$ cat config.mk
export PLATFORM = sky130hd
export DESIGN_NAME = sliding_window_median
export DESIGN_NICKNAME = d
export VERILOG_FILES = /design/src/hw/rtl/swm_pkg.sv /design/src/hw/rtl/swm_cell.sv /design/src/hw/rtl/sliding_window_median.sv
export VERILOG_INCLUDE_DIRS = /design/src /design/src/hw/rtl
export SDC_FILE = /design/constraint.sdc
export NUM_CORES = 1
export LEC_CHECK = 0
export ABC_CLOCK_PERIOD_IN_PS = 7100
export BUFFER_PORTS_ARGS = -buffer_cell sky130_fd_sc_hd__buf_2
export CAP_MARGIN = 20
export CORE_MARGIN = 5
export CORE_UTILIZATION = 45
export CTS_CLUSTER_DIAMETER = 40
export DETAILED_ROUTE_END_ITERATION = 10
export HOLD_SLACK_MARGIN = 0.1
export PLACE_DENSITY_LB_ADDON = 0.05
export SETUP_SLACK_MARGIN = 0.02
export SYNTH_ARGS = -nofsm -noshare
export SYNTH_HDL_FRONTEND = slang
export SYNTH_HIERARCHICAL = 1
export SYNTH_SLANG_ARGS = --single-unit
$ cat constraint.sdc
create_clock -name clk_i -period 7.1 [get_ports clk_i]
set_clock_uncertainty 0.1 [all_clocks]
set_input_delay 1.42 -clock clk_i [delete_from_list [all_inputs] [get_ports clk_i]]
set_output_delay 1.42 -clock clk_i [all_outputs]
set_load 0.05 [all_outputs]
$ cat src/hw/rtl/sliding_window_median_assert.svh
// Assertion macros shared by the sliding window median RTL.
// Depends on nothing; the including module supplies clk_i and rst_ni.
`ifndef SLIDING_WINDOW_MEDIAN_ASSERT_SVH
`define SLIDING_WINDOW_MEDIAN_ASSERT_SVH

// Checked at every rising edge while out of reset.
`define SWM_ASSERT(lbl, prop, msg) \
  lbl: assert property (@(posedge clk_i) disable iff (!rst_ni) (prop)) else $error(msg);

// Checked at every rising edge, reset included.
`define SWM_ASSERT_ALWAYS(lbl, prop, msg) \
  lbl: assert property (@(posedge clk_i) (prop)) else $error(msg);

`endif

$ cat src/hw/rtl/swm_pkg.sv
// Package for the sliding window median: sizes, codes, shared types.
// No dependencies.
package swm_pkg;

  localparam int unsigned NumSlots = 10;
  localparam int unsigned WinLen   = NumSlots - 1;
  localparam int unsigned SampleW  = 24;
  localparam int unsigned CountW   = 4;
  localparam int unsigned IdxW     = $clog2(WinLen);
  localparam int unsigned RankW    = $clog2(WinLen);
  localparam int unsigned ScanW    = $clog2(WinLen);

  localparam logic FuncPush  = 1'b0;
  localparam logic FuncClear = 1'b1;

  typedef logic [SampleW-1:0] sample_t;
  typedef logic [IdxW-1:0]    idx_t;
  typedef logic [RankW-1:0]   rank_t;
  typedef logic [CountW-1:0]  count_t;

  typedef enum logic [1:0] {
    SwmIdle,
    SwmScan,
    SwmResult
  } swm_state_e;

  typedef struct packed {
    logic    vld;
    idx_t    idx;
    sample_t val;
  } swm_probe_t;

  typedef struct packed {
    logic shift;
    logic clear;
    logic scan;
  } swm_cell_ctrl_t;

endpackage

$ cat src/hw/rtl/swm_cell.sv
// One window cell: holds a sample, a circulating probe and the sample's rank.
// Depends on swm_pkg.
module swm_cell (
  input  logic                   clk_i,
  input  logic                   rst_ni,
  input  swm_pkg::swm_cell_ctrl_t ctrl_i,
  input  swm_pkg::idx_t          cell_idx_i,
  input  logic                   shift_vld_i,
  input  swm_pkg::sample_t       shift_val_i,
  input  swm_pkg::swm_probe_t    probe_i,
  output swm_pkg::swm_probe_t    probe_o,
  output logic                   vld_o,
  output swm_pkg::sample_t       val_o,
  output swm_pkg::rank_t         rank_o
);

  logic                vld_q, vld_d;
  logic                pvld_q, pvld_d;
  swm_pkg::sample_t    val_q, val_d;
  swm_pkg::idx_t       pidx_q, pidx_d;
  swm_pkg::sample_t    pval_q, pval_d;
  swm_pkg::rank_t      rank_q, rank_d;
  logic                hit;

  // Probe ranks below this sample; ties go to the lower cell index.
  assign hit = pvld_q && ((pval_q < val_q) || ((pval_q == val_q) && (pidx_q < cell_idx_i)));

  always_comb begin
    vld_d  = vld_q;
    pvld_d = pvld_q;
    val_d  = val_q;
    pidx_d = pidx_q;
    pval_d = pval_q;
    rank_d = rank_q;
    priority if (ctrl_i.clear) begin
      vld_d  = 1'b0;
      pvld_d = 1'b0;
    end else if (ctrl_i.shift) begin
      vld_d  = shift_vld_i;
      val_d  = shift_val_i;
      pvld_d = shift_vld_i;
      pidx_d = cell_idx_i;
      pval_d = shift_val_i;
      rank_d = '0;
    end else if (ctrl_i.scan) begin
      rank_d = rank_q + swm_pkg::rank_t'(hit);
      pvld_d = probe_i.vld;
      pidx_d = probe_i.idx;
      pval_d = probe_i.val;
    end
  end

  always_ff @(posedge clk_i or negedge rst_ni) begin
    if (!rst_ni) begin
      vld_q  <= 1'b0;
      pvld_q <= 1'b0;
    end else begin
      vld_q  <= vld_d;
      pvld_q <= pvld_d;
    end
  end

  always_ff @(posedge clk_i) begin
    val_q  <= val_d;
    pidx_q <= pidx_d;
    pval_q <= pval_d;
    rank_q <= rank_d;
  end

  assign probe_o = '{vld: pvld_q, idx: pidx_q, val: pval_q};
  assign vld_o   = vld_q;
  assign val_o   = val_q;
  assign rank_o  = rank_q;

endmodule

$ cat src/hw/rtl/sliding_window_median.sv
// Sliding window median: a row of nine rank cells plus the sequencer.
// Depends on swm_pkg, swm_cell and sliding_window_median_assert.svh.
//
// Use:
//   Input stream s_axis: tdata carries the 24-bit sample in microseconds,
//   tuser selects push (0) or clear (1). Output stream m_axis: one word per
//   input word with the median and the number of held samples.
//   A push shifts the sample into the cell row (the oldest of nine drops
//   out), then each stored sample circulates once around the row while every
//   cell counts how many samples rank below its own. The result state then
//   picks the cell whose rank is count/2 into the output register.
//   s_axis_tready is high only while the sequencer is idle. The output
//   register holds its word while m_axis_tready is low; a new input word may
//   still be taken, and its result waits until the register frees.
//   Reset empties the window and drops any pending output word.
`include "sliding_window_median_assert.svh"

module sliding_window_median (
  input  logic        clk_i,
  input  logic        rst_ni,
  input  logic        s_axis_tvalid,
  output logic        s_axis_tready,
  input  logic [23:0] s_axis_tdata,   // [23:0] sample_us
  input  logic        s_axis_tuser,   // [0] func
  output logic        m_axis_tvalid,
  input  logic        m_axis_tready,
  output logic [31:0] m_axis_tdata    // [23:0] median_us, [27:24] held_count, [31:28] zero
);

  localparam int unsigned WinLen = swm_pkg::WinLen;

  swm_pkg::swm_state_e     state_q, state_d;
  swm_pkg::count_t         count_q, count_d;
  logic [swm_pkg::ScanW-1:0] scan_q, scan_d;
  logic                    out_vld_q, out_vld_d;
  swm_pkg::sample_t        out_med_q, out_med_d;
  swm_pkg::count_t         out_cnt_q, out_cnt_d;
  swm_pkg::swm_cell_ctrl_t ctrl;
  logic                    accept;
  logic                    load_out;

  logic [WinLen-1:0]       cell_vld;
  swm_pkg::sample_t        cell_val  [WinLen];
  swm_pkg::rank_t          cell_rank [WinLen];
  swm_pkg::swm_probe_t     cell_probe[WinLen];
  logic [WinLen-1:0]       sel;
  swm_pkg::sample_t        median;
  swm_pkg::rank_t          mid_rank;

  assign s_axis_tready = (state_q == swm_pkg::SwmIdle);
  assign accept   = s_axis_tvalid && s_axis_tready;
  assign load_out = (state_q == swm_pkg::SwmResult) && (!out_vld_q || m_axis_tready);

  for (genvar i = 0; i < WinLen; i++) begin : g_cell
    localparam int unsigned Prev = (i == 0) ? WinLen - 1 : i - 1;
    swm_cell u_cell (
      .clk_i       (clk_i),
      .rst_ni      (rst_ni),
      .ctrl_i      (ctrl),
      .cell_idx_i  (swm_pkg::idx_t'(i)),
      .shift_vld_i ((i == 0) ? 1'b1 : cell_vld[Prev]),
      .shift_val_i ((i == 0) ? s_axis_tdata : cell_val[Prev]),
      .probe_i     (cell_probe[Prev]),
      .probe_o     (cell_probe[i]),
      .vld_o       (cell_vld[i]),
      .val_o       (cell_val[i]),
      .rank_o      (cell_rank[i])
    );
  end

  assign mid_rank = swm_pkg::rank_t'(count_q >> 1);

  always_comb begin
    median = '0;
    for (int unsigned i = 0; i < WinLen; i++) begin
      sel[i] = cell_vld[i] && (cell_rank[i] == mid_rank);
      median = median | (sel[i] ? cell_val[i] : '0);
    end
  end

  always_comb begin
    state_d   = state_q;
    count_d   = count_q;
    scan_d    = scan_q;
    out_vld_d = out_vld_q;
    out_med_d = out_med_q;
    out_cnt_d = out_cnt_q;
    ctrl      = '0;
    if (m_axis_tready) begin
      out_vld_d = 1'b0;
    end
    unique case (state_q)
      swm_pkg::SwmIdle: begin
        if (accept) begin
          if (s_axis_tuser == swm_pkg::FuncClear) begin
            ctrl.clear = 1'b1;
            count_d    = '0;
            state_d    = swm_pkg::SwmResult;
          end else begin
            ctrl.shift = 1'b1;
            count_d    = (count_q == swm_pkg::count_t'(WinLen)) ? count_q : count_q + 1'b1;
            scan_d     = '0;
            state_d    = swm_pkg::SwmScan;
          end
        end
      end
      swm_pkg::SwmScan: begin
        ctrl.scan = 1'b1;
        scan_d    = scan_q + 1'b1;
        if (scan_q == swm_pkg::ScanW'(WinLen - 1)) begin
          state_d = swm_pkg::SwmResult;
        end
      end
      swm_pkg::SwmResult: begin
        if (load_out) begin
          out_vld_d = 1'b1;
          out_med_d = median;
          out_cnt_d = count_q;
          state_d   = swm_pkg::SwmIdle;
        end
      end
      default: begin
        state_d = swm_pkg::SwmIdle;
      end
    endcase
  end

  always_ff @(posedge clk_i or negedge rst_ni) begin
    if (!rst_ni) begin
      state_q   <= swm_pkg::SwmIdle;
      count_q   <= '0;
      scan_q    <= '0;
      out_vld_q <= 1'b0;
    end else begin
      state_q   <= state_d;
      count_q   <= count_d;
      scan_q    <= scan_d;
      out_vld_q <= out_vld_d;
    end
  end

  always_ff @(posedge clk_i) begin
    out_med_q <= out_med_d;
    out_cnt_q <= out_cnt_d;
  end

  assign m_axis_tvalid = out_vld_q;
  assign m_axis_tdata  = {4'b0, out_cnt_q, out_med_q};

  `SWM_ASSERT(a_count_max, count_q <= swm_pkg::count_t'(WinLen), "held count above window")
  `SWM_ASSERT(a_count_cells, $countones(cell_vld) == int'(count_q), "count disagrees with cells")
  `SWM_ASSERT(a_one_median, (state_q == swm_pkg::SwmResult && count_q != '0) |-> $onehot(sel), "median rank not unique")
  `SWM_ASSERT(a_out_from_result, $rose(out_vld_q) |-> $past(state_q == swm_pkg::SwmResult), "output loaded outside result")
  `SWM_ASSERT_ALWAYS(a_reset_out, !rst_ni |=> !out_vld_q, "output valid after reset")

endmodule
==> results.tsv <==
metric	value	unit
grt_antenna_before_repair	4	
synthFlopType	edfxtp_1	
worst_slack	3.47	ns
portBuffers	58	
setup_tns	0	ns
path_buf_inv	4	
internal_power	9.51	mW
synth_area	29100	sq um
power_frac_clock	34.8	%
rows	93	
leakagePower	13.6	nW
synth_top_family_by_area	adder cells	
critPathArrivalTime	3.84	ns
setup.worst_path.end_class	flip-flop	
core_area	64200	sq um
drcViolationCount	0	
hold_viol_final	0	
die_x	264	um
p_seq_share	41.6	%
utilization	53.1	%
cts_buffers	101	
rsz0062_at_grt	no	
worstMarginPinSlew	1.06	ns
power_frac_comb	23.5	%
clk_pin_slew	0.05	ns
dp_hpwl	55.0	mm
synthTopCellsByCount	edfxtp_1, ha_1, inv_1	
synth_cell_types	61	
synth_seq_cells	561	
async_flop_share	5.17	%
max-slew-margin-rel	29.5	%
clock_latency	0.65	ns
grt_busiest_layer	met1	
cts_tree	built	
cts-root-buf	clkbuf_16	
worst_setup_path_start_kind	input port	
cpPeakStageDelay	0.64	ns
netlist.area_leader.share	55.0	%
layout.nets	2593	
ant_nets	0	
grt_pass1_wl	113	mm
ys.warnings.count	6	
synthCells	2107	
grt_max_degree	117	
drt_iter0_drc	1622	
fin_crit_sh	51.2	%
hp-class	flip-flop to flip-flop	
avgSynthCellArea	13.8	sq um
crit_start	s_axis_tuser	
htreeDepth	3	
synth-simple-area-share	6.60	%
r2r_slack	3.73	ns
grt_pass1_vias	17700	
synth_compound_area_share	7.73	%
cts_buffer_depth	3	
endpoint	g_cell[6].u_cell/val_o[10]$_DFFE_PP_	
dr.pass1.iters	9	
power_density	410	nW/um^2
p_sw	4.48	mW
synth_top_cell_by_area	edfxtp_1	
cp_max_fo	116	
r2r_start	g_cell[7].u_cell/pval_q[23]$_DFFE_PP_	
setup_viol	0	
cap_violations	0	
area_growth	17.3	%
route.vias.total	17700	
cp_slowest_cell	buf_4	
hold_slack	0.404	ns
dieArea	69700	sq um
synthMuxAreaShare	10.5	%
crit_type	input port to flip-flop	
synth_most_common_cell	edfxtp_1	
design_area	34100	sq um
rr_worst_depth	8	
gp_congestion	0.903	
synth-xor-area-share	1.43	%
status	completed	
wl	76.0	mm
die_h	264	um
cp_common_cell	buf_4	
synthTopCellsByArea	edfxtp_1, ha_1, mux2_2	
p_sw_share	32.0	%
wl_per_cell	23.5	um
layout_min_cycle_time	3.63	ns
use_met1	32.2	%
post-place-ws	2.83	ns
synth_seq_area_share	57.5	%
path_depth	7	
synth_edf_count	532	
post_cts_buffers	0	
cp_cell_sequence	buf_2 > nor2b_1 > nand2_1 > inv_8 > buf_4 > nor2b_2 > buf_4	
grtUsageMet3	5.54	%
ctsResizeCount	0	
synthAdderAreaFrac	11.4	%
pin_count	63	
cp_top_family	buffers and inverters	
timing.fmax	275	MHz
hold_buffers	0	
track_usage	21.4	%
grt.overflow.total	0	
timing.rr.end	g_cell[7].u_cell/rank_o[1]$_SDFFCE_PP0P_	
slew_viol_final	0	
use_met2	30.9	%
vdd_drop_max	0.000222	V
initial_core_util	45.2	%
cts_sinks	561	
drt-vias-per-instance	5.45	
dpl_cell_area	30600	sq um
drive_gt1_share	23.8	%
required	7.31	ns
per-layer routing:
layer / share of wire, % / vias up
met5: 0 / -
met4: 2.1 / 0
li1: - / 8308
met1: 48 / 8687
met2: 42 / 574
met3: 8.1 / 94
power groups by stage:
stage          clock, mW  sequential, mW  combinational, mW
2_1_floorplan          0            5.57               2.37
3_3_place_gp           0            5.86               3.17
4_1_cts             4.97            5.82               3.30
3_5_place_dp           0            5.86               3.26
5_1_grt             5.15            5.93               3.68
6_report            4.87            5.83               3.29
cell families after synthesis:
kind of cell / Yosys count
buffers and inverters: 330
adder cells (fa/ha/maj): 265
other: 2
multiplexers: 272
flip-flops: 561
AND/OR/NAND/NOR: 334
XOR/XNOR: 45
AO/OA/AOI/OAI: 298
final cells by class:
| cell class | count | area [sq um] |
|---|---|---|
| fill | 5403 | 30100 |
| sequential | 561 | 16700 |
| multi-input combinational | 1292 | 11300 |
| clock buffer | 114 | 2590 |
| tap | 855 | 1070 |
| inverter | 259 | 980 |
| clock inverter | 75 | 880 |
| timing repair buffer | 84 | 546 |
| antenna | 1 | 2.50 |
metrics by stage:
step,std cells,power [mW]
after floorplan,2183,7.94
after global placement,3048,9.04
after detailed placement,3049,9.12
after CTS,3238,14.1
after global routing,3240,14.8
final,3241,14.0
sequential cells by signal, indices dropped and copies added, names as in the netlist:
signal,count
out_med_q,24
out_cnt_q,4
g_cell.u_cell/pidx_q,36
count_q,4
g_cell.u_cell/pval_q,216
g_cell.u_cell/pvld_q,9
state_q,2
g_cell.u_cell/vld_o,9
g_cell.u_cell/val_o,216
m_axis_tvalid,1
scan_q,4
g_cell.u_cell/rank_o,36
worst min-delay path by stage:
stage / end / cells after the start / start / slack (ns)
after floorplan: out_cnt_q[2]$_DFFE_PP_ / 0 / count_q[2]$_DFFE_PN0P_ / 0.35
after global placement: g_cell[2].u_cell/val_o[15]$_DFFE_PP_ / 0 / g_cell[1].u_cell/val_o[15]$_DFFE_PP_ / 0.39
after detailed placement: g_cell[2].u_cell/val_o[6]$_DFFE_PP_ / 0 / g_cell[1].u_cell/val_o[6]$_DFFE_PP_ / 0.39
after CTS: g_cell[2].u_cell/val_o[6]$_DFFE_PP_ / 0 / g_cell[1].u_cell/val_o[6]$_DFFE_PP_ / 0.40
after global routing: g_cell[2].u_cell/val_o[6]$_DFFE_PP_ / 0 / g_cell[1].u_cell/val_o[6]$_DFFE_PP_ / 0.43
final: g_cell[2].u_cell/val_o[6]$_DFFE_PP_ / 0 / g_cell[1].u_cell/val_o[6]$_DFFE_PP_ / 0.40
layout by cell type (no fill, tap or decap), drive strengths merged, types with 29 or more instances in the layout:
cell type / count
o21ai: 32
ha: 265
nor2: 84
clkbuf: 114
nand3: 68
mux2: 254
nand4: 51
buf: 84
conb: 78
dfrtp: 29
inv: 269
edfxtp: 532
clkinv: 36
a21oi: 78
nor2b: 39
worst reg2reg max path, stage by stage, from the launching register on:
cell      delay [ns]
edfxtp_1        0.47
ha_1            0.35
nand4_1         0.20
nor4_1          0.80
o21ai_1         0.18
a32o_2          0.36
ha_1            0.23
ha_1            0.27
nor2b_1         0.13
Note: power is estimated with default switching activity, not from simulation.
